[src/rtl/core/idp_pkg.sv]
// Shared widths, limits and control types for the int4 dequantise dot product.
package idp_pkg;

	// Field widths
	localparam int NibW   = 4;
	localparam int ActW   = 16;
	localparam int CoefW  = 16;
	localparam int ByteW  = 8;

	// Dequantised weight: 15 * -2^15 + offset stays within 21 signed bits
	localparam int WeightW = 21;
	// Weight times Q8.8 activation
	localparam int ProdW   = WeightW + ActW;
	// Accumulator and the headroom used before clamping
	localparam int AccW    = 48;
	localparam int SumW    = AccW + 2;

	localparam logic signed [AccW-1:0] AccMax = {1'b0, {(AccW-1){1'b1}}};
	localparam logic signed [AccW-1:0] AccMin = {1'b1, {(AccW-1){1'b0}}};

	typedef logic signed [WeightW-1:0] weight_t;
	typedef logic signed [ProdW-1:0]   prod_t;
	typedef logic signed [AccW-1:0]    acc_t;
	typedef logic signed [SumW-1:0]    sum_t;

	// Control that travels alongside the lane data
	typedef struct packed {
		logic valid;
		logic last;
	} ctl_t;

endpackage

[src/rtl/core/idp_lane.sv]
// One lane: dequantise a nibble, then multiply by its activation.
module idp_lane (
	input  logic                              clk,
	input  logic                              en,
	input  logic [idp_pkg::NibW-1:0]          q,
	input  logic signed [idp_pkg::ActW-1:0]   act,
	input  logic signed [idp_pkg::CoefW-1:0]  scale,
	input  logic signed [idp_pkg::CoefW-1:0]  offset,
	output idp_pkg::prod_t                    product
);

	idp_pkg::weight_t q_x;
	idp_pkg::weight_t scale_x;
	idp_pkg::weight_t offset_x;
	idp_pkg::weight_t w_d;
	idp_pkg::weight_t w_s1;
	logic signed [idp_pkg::ActW-1:0] act_s1;
	idp_pkg::prod_t   prod_s2;

	// Widen operands; the true weight fits, so the truncated arithmetic is exact
	assign q_x      = {{(idp_pkg::WeightW-idp_pkg::NibW){1'b0}}, q};
	assign scale_x  = {{(idp_pkg::WeightW-idp_pkg::CoefW){scale[idp_pkg::CoefW-1]}}, scale};
	assign offset_x = {{(idp_pkg::WeightW-idp_pkg::CoefW){offset[idp_pkg::CoefW-1]}}, offset};
	assign w_d      = q_x * scale_x + offset_x;

	// Stage 1: hold the dequantised weight and its activation
	always_ff @(posedge clk) begin
		if (en) begin
			w_s1   <= w_d;
			act_s1 <= act;
		end
	end

	// Stage 2: hold the 21 x 16 product
	always_ff @(posedge clk) begin
		if (en) begin
			prod_s2 <= w_s1 * act_s1;
		end
	end

	assign product = prod_s2;

endmodule

[src/rtl/core/idp_merge.sv]
// Merge stage: add both lane products into the accumulator, clamp, emit on last.
module idp_merge (
	input  logic                 clk,
	input  logic                 arst_n,
	input  logic                 en,
	input  idp_pkg::ctl_t        ctl,
	input  idp_pkg::prod_t       prod_even,
	input  idp_pkg::prod_t       prod_odd,
	output logic                 out_valid,
	output idp_pkg::acc_t        dot_product
);

	idp_pkg::acc_t acc_q;
	idp_pkg::acc_t out_q;
	logic          out_valid_q;
	idp_pkg::sum_t sum_d;
	idp_pkg::acc_t sat_d;
	logic          ovf_d;

	// Sum with two bits of headroom
	assign sum_d = {{(idp_pkg::SumW-idp_pkg::AccW){acc_q[idp_pkg::AccW-1]}}, acc_q}
		+ {{(idp_pkg::SumW-idp_pkg::ProdW){prod_even[idp_pkg::ProdW-1]}}, prod_even}
		+ {{(idp_pkg::SumW-idp_pkg::ProdW){prod_odd[idp_pkg::ProdW-1]}}, prod_odd};

	// Clamp when the headroom bits disagree with the 48-bit sign
	assign ovf_d = (sum_d[idp_pkg::SumW-1:idp_pkg::AccW-1] != '0) &&
		(sum_d[idp_pkg::SumW-1:idp_pkg::AccW-1] != '1);

	always_comb begin
		if (ovf_d) begin
			sat_d = sum_d[idp_pkg::SumW-1] ? idp_pkg::AccMin : idp_pkg::AccMax;
		end else begin
			sat_d = sum_d[idp_pkg::AccW-1:0];
		end
	end

	// Advance the accumulator; clear it once a dot product leaves
	always_ff @(posedge clk or negedge arst_n) begin
		if (!arst_n) begin
			acc_q <= '0;
		end else if (en && ctl.valid) begin
			acc_q <= ctl.last ? '0 : sat_d;
		end
	end

	// Output register: load on last, drop when the beat is taken
	always_ff @(posedge clk or negedge arst_n) begin
		if (!arst_n) begin
			out_valid_q <= 1'b0;
		end else if (en) begin
			out_valid_q <= ctl.valid && ctl.last;
		end
	end

	always_ff @(posedge clk) begin
		if (en && ctl.valid && ctl.last) begin
			out_q <= sat_d;
		end
	end

	assign out_valid   = out_valid_q;
	assign dot_product = out_q;

`ifndef SYNTHESIS
	a_acc_clear: assert property (@(posedge clk) disable iff (!arst_n)
		(en && ctl.valid && ctl.last) |=> (acc_q == '0))
		else $error("accumulator not cleared after a last beat");

	a_acc_hold: assert property (@(posedge clk) disable iff (!arst_n)
		!(en && ctl.valid) |=> $stable(acc_q))
		else $error("accumulator moved without an item");

	a_no_spurious: assert property (@(posedge clk) disable iff (!arst_n)
		(en && !(ctl.valid && ctl.last)) |=> !out_valid_q)
		else $error("result beat without a last item");
`endif

endmodule

[src/rtl/core/int4_dequant_dot_product.sv]
// Top level of the int4 group dequantise dot product: two lanes and a merge stage.
//
//  channel | direction | handshake            | payload
//  in      | input     | in_valid / in_ready  | weight_byte, activation_even,
//          |           |                      | activation_odd, group_scale,
//          |           |                      | group_offset, last_of_dot
//  out     | output    | out_valid/out_ready  | dot_product
//
// One input beat per cycle while the output is free or being taken.
// A last beat reaches dot_product through three register stages
// (dequantise, multiply, accumulate), all advancing together.
// When a result waits on out_ready the whole pipeline holds.
// arst_n clears the accumulator and all valid flags.
module int4_dequant_dot_product (
	input  logic                               clk,
	input  logic                               arst_n,
	input  logic                               in_valid,
	output logic                               in_ready,
	input  logic [idp_pkg::ByteW-1:0]          weight_byte,
	input  logic signed [idp_pkg::ActW-1:0]    activation_even,
	input  logic signed [idp_pkg::ActW-1:0]    activation_odd,
	input  logic signed [idp_pkg::CoefW-1:0]   group_scale,
	input  logic signed [idp_pkg::CoefW-1:0]   group_offset,
	input  logic                               last_of_dot,
	output logic                               out_valid,
	input  logic                               out_ready,
	output logic signed [idp_pkg::AccW-1:0]    dot_product
);

	logic           en;
	idp_pkg::ctl_t  ctl_s1;
	idp_pkg::ctl_t  ctl_s2;
	idp_pkg::prod_t prod_even;
	idp_pkg::prod_t prod_odd;

	// Advance every stage unless a result is held at the output
	assign en       = !out_valid || out_ready;
	assign in_ready = en;

	// Carry valid and last alongside the lane stages
	always_ff @(posedge clk or negedge arst_n) begin
		if (!arst_n) begin
			ctl_s1 <= '0;
			ctl_s2 <= '0;
		end else if (en) begin
			ctl_s1 <= '{valid: in_valid, last: last_of_dot};
			ctl_s2 <= ctl_s1;
		end
	end

	// Low nibble lane
	idp_lane u_lane_even (
		.clk    (clk),
		.en     (en),
		.q      (weight_byte[idp_pkg::NibW-1:0]),
		.act    (activation_even),
		.scale  (group_scale),
		.offset (group_offset),
		.product(prod_even)
	);

	// High nibble lane
	idp_lane u_lane_odd (
		.clk    (clk),
		.en     (en),
		.q      (weight_byte[idp_pkg::ByteW-1:idp_pkg::NibW]),
		.act    (activation_odd),
		.scale  (group_scale),
		.offset (group_offset),
		.product(prod_odd)
	);

	idp_merge u_merge (
		.clk        (clk),
		.arst_n     (arst_n),
		.en         (en),
		.ctl        (ctl_s2),
		.prod_even  (prod_even),
		.prod_odd   (prod_odd),
		.out_valid  (out_valid),
		.dot_product(dot_product)
	);

endmodule
[config.mk]
export PLATFORM = sky130hd
export DESIGN_NAME = int4_dequant_dot_product
export DESIGN_NICKNAME = d
export VERILOG_FILES = /design/src/rtl/core/idp_pkg.sv /design/src/rtl/core/idp_lane.sv /design/src/rtl/core/idp_merge.sv /design/src/rtl/core/int4_dequant_dot_product.sv
export SDC_FILE = /design/constraint.sdc
export NUM_CORES = 2
export LEC_CHECK = 0
export CAP_MARGIN = 30
export CORE_MARGIN = 10
export CORE_UTILIZATION = 67
export DETAILED_ROUTE_END_ITERATION = 8
export DONT_BUFFER_PORTS = 1
export MAX_ROUTING_LAYER = met4
export PLACE_DENSITY = 0.83
export SLEW_MARGIN = 40
export SYNTH_ARGS = -nofsm -noshare
export SYNTH_HDL_FRONTEND = slang
export SYNTH_SLANG_ARGS = --single-unit
[constraint.sdc]
create_clock -name clk -period 8.4 [get_ports clk]
set_clock_uncertainty 0.05 [all_clocks]
set_input_delay 0.42 -clock clk [delete_from_list [all_inputs] [get_ports clk]]
set_output_delay 0.42 -clock clk [all_outputs]
set_load 0.03 [all_outputs]
=== Word level (Yosys, flattened, before mapping) ===
Cells that the tools add are included.

* Bits in registers: 249
* Bits in latches: 0
* Bits in writable memories: 0
* Bits in read-only memories: 0
* Input bits: 77
* Output and inout bits: 50
* Logic and storage cells: 32
* Memories kept: 0

* Add/subtract/negate cells: 4
* Multipliers: 4
* Div/mod/pow operators: 0
* $lt $le $gt $ge: 0
* Equal/unequal tests: 1
* Shift operators: 0
* Mux-type cells: 3
* Bitwise logic cells: 0
* Reductions and logical operators: 7

{| class="wikitable"
|+ Operators with widths
! kind !! count
|-
| two-way mux 48 bit || 3
|-
| multiplier 21 x 16 -> 37 bit || 2
|-
| adder 50 bit || 1
|-
| adder 48 x 37 -> 49 bit || 1
|-
| adder 21 x 16 -> 21 bit || 2
|-
| multiplier 5 x 16 -> 21 bit || 2
|-
| logical AND 1 bit || 4
|-
| != test 3 bit, second input constant || 1
|-
| nonzero test 3 bit || 1
|-
| zero test 1 bit || 1
|-
| logical OR 1 bit || 1
|}

=== Longest topological paths before layout ===
* Depth in word-level cells: 6
* Gate-level depth with buffers: 27
* Depth with buffers taken out: 26

=== By module ===
Synthesis repeated with hierarchy kept, for this count alone.

* Cell total of the unflattened synthesis: 4354
* Area, all modules: 42662.2 um2

{| class="wikitable"
|+ Modules (own cells, without submodules)
! module !! instances !! cells each !! area each (um2) !! seq. area each (um2)
|-
| idp_lane at u_lane_odd || 1 || 1817 || 17471.8 || 2222.1
|-
| idp_lane at u_lane_even || 1 || 1792 || 17377.9 || 2222.1
|-
| idp_merge || 1 || 735 || 7627.3 || 2667.6
|-
| int4_dequant_dot_product || 1 || 10 || 185.2 || 100.1
|}

=== Worst setup path before layout ===
Ideal clock, no wire load.

* Path kind: register to register
* Start: reg u_merge.out_valid_q, in the netlist u_merge.out_valid
* End: reg u_merge.out_q[0], in the netlist u_merge.dot_product[0], enable pin
* Setup time: 402 ps
* Arrival: 6963 ps
* Data required time: 7948 ps
* Slack: 984 ps
* Stages on the path, launching flop included: 8
* Buffers on the path: 3
* Period minus slack after synthesis: 7416 ps
* Path through: dfrtp_1 -> nand2b_1 -> clkbuf_1 -> and2_1 -> clkbuf_1 -> nand2_1 -> clkbuf_1 -> inv_1

* Longest elaborated chain between the ends: 4

{| class="wikitable"
|+ RTL lines
! what !! RTL line !! source
|-
| from (decl) || idp_merge.sv:15 || <nowiki>logic out_valid_q;</nowiki>
|-
| from (signal assigned) || idp_merge.sv:51 || <nowiki>out_valid_q <= ctl.valid && ctl.last;</nowiki>
|-
| zero test 1 bit || int4_dequant_dot_product.sv:37 || <nowiki>assign en = !out_valid || out_ready;</nowiki>
|-
| logical OR 1 bit || int4_dequant_dot_product.sv:37 ||
|-
| via in_ready || int4_dequant_dot_product.sv:18 || <nowiki>output logic in_ready,</nowiki>
|-
| logical AND 1 bit (2 in a row) || idp_merge.sv:56 || <nowiki>if (en && ctl.valid && ctl.last) begin</nowiki>
|-
| to (signal assigned) || idp_merge.sv:57 || <nowiki>out_q <= sat_d;</nowiki>
|-
| to (decl) || idp_merge.sv:14 || <nowiki>idp_pkg::acc_t out_q;</nowiki>
|}

The timed path passes the listed nets, and every way through them passes these cells.
A chain may end at the register's enable or synchronous reset.

=== Worst setup path in the final report ===
* Start: reg u_lane_odd.act_s1[5] (netlist name)
* End: reg u_lane_odd.prod_s2[35], in the netlist u_lane_odd.product[35] (data pin)

* Longest elaborated chain between the ends: 1

{| class="wikitable"
|+ RTL lines
! what !! RTL line !! source
|-
| from (decl) || idp_lane.sv:17 || <nowiki>logic signed [idp_pkg::ActW-1:0] act_s1;</nowiki>
|-
| from (signal assigned) || idp_lane.sv:30 || <nowiki>act_s1 <= act;</nowiki>
|-
| multiplier 21 x 16 -> 37 bit || idp_lane.sv:37 || <nowiki>prod_s2 <= w_s1 * act_s1;</nowiki>
|-
| to (signal assigned) || idp_lane.sv:37 ||
|-
| to (decl) || idp_lane.sv:18 || <nowiki>idp_pkg::prod_t prod_s2;</nowiki>
|}

Every way passes these cells.

==> metrics <==
htree depth 1; Yosys warning total 0; die height 274 um; Max-cap violations 0; CP Cell Sequence nand2_1 -> fa_1 -> inv_1 -> fa_1 -> fa_1 -> inv_1 -> fa_1 -> inv_1 -> fa_1 -> fa_1 -> ha_1 -> a21o_1 -> a21o_1 -> a21oi_1 -> o21ai_1 -> a32oi_1 -> a211oi_1 -> a41o_1 -> o41a_1 -> a21o_1 -> a21oi_1 -> xnor2_1; Setup TNS 0 ns; Syn Std Cell Area 43400 um^2; CP endpoint kind register; Critical Path Source Type register; Post-Syn Nets 5762; Final Cell Area 45300 um^2; vias in the first global route 32872; commonest non-fill, non-tap cell in the layout inv_1; WHS Path Cells 1; setup violators final 0; TritonRoute pass-1 iters 9; max frequency 0.139 GHz; number of antenna-violating nets in the routed design 0; Starting Density 67.5%; placed cell areas 43900 um^2; final non-filler cell total 5371; Worst path max stage delay 0.84 ns; Final Max Slew Viols 0; # IOs 127; Post-synth ARST share 21.3%; Num CTS Buffers 29; die width 274 um; Post-Syn Instances 4558; area occupied by multi-input gates 32000 um^2; Yosys top cell area share 35.3%; dominant cell type by area after synthesis fa_1; worst flop-to-flop path endpoint u_lane_odd.product[35]$_DFFE_PN_; register area 7210 um^2; Longest Clk Path Bufs 3; WP buf/inv 3; clk_lat worst skew 0.60 ns; status complete, no violations; via/cell ratio 5.79; share of layout cells above drive strength 1 3.04%; Final Net Count 5692; Tightest Pin Transition 0.891 ns; sequential area share after synthesis 16.6%; Yosys cell types 85; largest delay contributor family on the critical path adder cells; largest net degree at the start of global routing 79; CP max stage cell edfxtp_1; CP Class register to register; Placed Cells 5272; Max FO, Critical Path 21; min-delay worst type input port to register; Max-slew headroom 40.6%; CTS resizes 0; Detail Placement HPWL 84.1 mm; Most Frequent Cell on Critical Path fa_1; first-pass GRT wire length 172 mm; vias 31105; Fillers 4740; r2r worst-path depth 22; Hold Violations, Final 0; Core Footprint 64200 um^2; Area Overhead vs Synth 4.57%; site row count 93; crit share post-route 85.8%; postcts setup bufs 0; drt wl/cell 19.4 um; Initial DRC Count 2992; clock slew at reported path FFs 0.07 ns; port bufs 0; reg-to-reg slack, setup 1.19 ns; CTS tree yes; crit path DAT 7.49 ns; Overflow after GRT 0; die area 75300 um^2; Tmin final 7.21 ns; commonest non-fill, non-tap cells in the layout inv_1, fa_1, nand2_1, and2_1, ha_1; ys flop type edfxtp_1; r2r startpoint u_lane_odd.act_s1[5]$_DFFE_PN_; Root Buffer clkbuf_16; synthesized flop and latch total 249; HP Start group_offset[0]; Clock Sinks 249; average instance area after synthesis 9.51 um^2; # DRC 0; total wire length 104 mm; RSZ-0062 raised after global routing no; required time worst endpoint 8.68 ns; Hold EP u_lane_odd.w_s1[0]$_DFFE_PN_; RePlAce Congestion 0.971; EDFF count, synth 196; top post-synthesis cells by area fa_1, edfxtp_1, ha_1, inv_1, and2_1; initial antenna violation count 5; Total GRT Usage 29.4%
==> worst reg2reg max path, stage by stage (launching register included) <==
cell      delay [ns]
edfxtp_1        0.84
nand2_1         0.20
fa_1            0.55
inv_1           0.05
fa_1            0.47
fa_1            0.53
inv_1           0.06
fa_1            0.55
inv_1           0.06
fa_1            0.49
fa_1            0.43
ha_1            0.36
a21o_1          0.20
a21o_1          0.18
a21oi_1         0.16
o21ai_1         0.13
a32oi_1         0.31
a211oi_1        0.18
a41o_1          0.28
o41a_1          0.44
a21o_1          0.19
a21oi_1         0.16
xnor2_1         0.09
==> state kept, by name, indices dropped and copies added (netlist names), 2 cells and up <==
signal	cells
u_lane_even.product	37
u_lane_odd.act_s1	16
u_lane_even.act_s1	16
u_merge.acc_q	48
u_lane_even.w_s1	21
u_lane_odd.w_s1	21
ctl_s1	2
ctl_s2	2
u_lane_odd.product	37
u_merge.dot_product	48
==> cell usage after synthesis (all sizes together), types with 17 or more instances <==
| master | n |
|---|---|
| nor3 | 34 |
| a21oi | 203 |
| nand3 | 38 |
| a211oi | 17 |
| fa | 764 |
| o21bai | 40 |
| nor2b | 26 |
| o21a | 21 |
| xnor2 | 161 |
| dfrtp | 53 |
| o21ai | 113 |
| and3 | 22 |
| nand2 | 512 |
| nor2 | 134 |
| inv | 947 |
| a31o | 26 |
| nand4 | 18 |
| nand2b | 31 |
| and2 | 399 |
| edfxtp | 196 |
| xor2 | 43 |
| ha | 363 |
| clkbuf | 142 |
| a31oi | 20 |
| a21o | 100 |
==> worst max path at each step <==
stage	from	endpoint	slack [ns]	cells after the start
5_1_grt	u_lane_even.act_s1[1]$_DFFE_PN_	u_lane_even.product[36]$_DFFE_PN_	0.84	22
6_report	u_lane_odd.act_s1[5]$_DFFE_PN_	u_lane_odd.product[35]$_DFFE_PN_	1.19	22
3_3_place_gp	u_lane_odd.act_s1[2]$_DFFE_PN_	u_lane_odd.product[35]$_DFFE_PN_	1.40	22
3_5_place_dp	u_lane_even.act_s1[1]$_DFFE_PN_	u_lane_even.product[36]$_DFFE_PN_	1.27	22
2_1_floorplan	u_merge.out_valid$_DFFE_PN0N_	u_merge.dot_product[0]$_DFFE_PP_	0.98	7
4_1_cts	u_lane_odd.act_s1[2]$_DFFE_PN_	u_lane_odd.product[35]$_DFFE_PN_	1.27	22
==> layer usage <==
layer	wire [um]	global-route usage [%]
met5	0	-
met4	3010	7.87
met3	9910	5.71
met2	48800	46.5
met1	42400	38.7
==> layout make-up <==
cell class | instances | share of cell area, %
tap | 855 | 2.36
antenna | 5 | 0.0276
multi-input combinational | 3204 | 70.5
inverter | 948 | 7.85
timing repair buffer | 56 | 1.21
sequential | 249 | 15.9
clock buffer | 34 | 1.76
clock inverter | 20 | 0.378
==> kinds of logic (layout without fill, tap and decap cells) <==
group                      after synthesis  in the layout  synth area share, %
muxes                                    5              5                0.127
DFF                                    249            249                 16.6
AOI/OAI and AO/OA                      623            623                 9.61
buffers and inverters                 1105           1058                 9.66
and+or+nand+nor                       1245           1245                 14.1
xor gates and xnor gates               204            204                 4.12
other                                    0              5                    0
adders and majority gates             1127           1127                 45.8
==> stage by stage <==
stage / setup WS, ns / utilization, % / hold WS (ns)
final: 1.19 / 70.6 / 0.0238
after global routing: 0.844 / 70.6 / 0.0187
after floorplan: 0.984 / - / 0.0744
after global placement: 1.40 / 68.4 / 0.0791
after CTS: 1.27 / 70.5 / 0.0105
after detailed placement: 1.27 / 68.4 / 0.0785
==> repair_timing <==
action,4_1_cts,5_1_grt
endpoints found under the hold margin,88,0
hold buffers,37,0
setup endpoints to repair,0,0
Power is not shown: default switching activity piles up to over one toggle a cycle in this logic, so the estimate is an artifact.
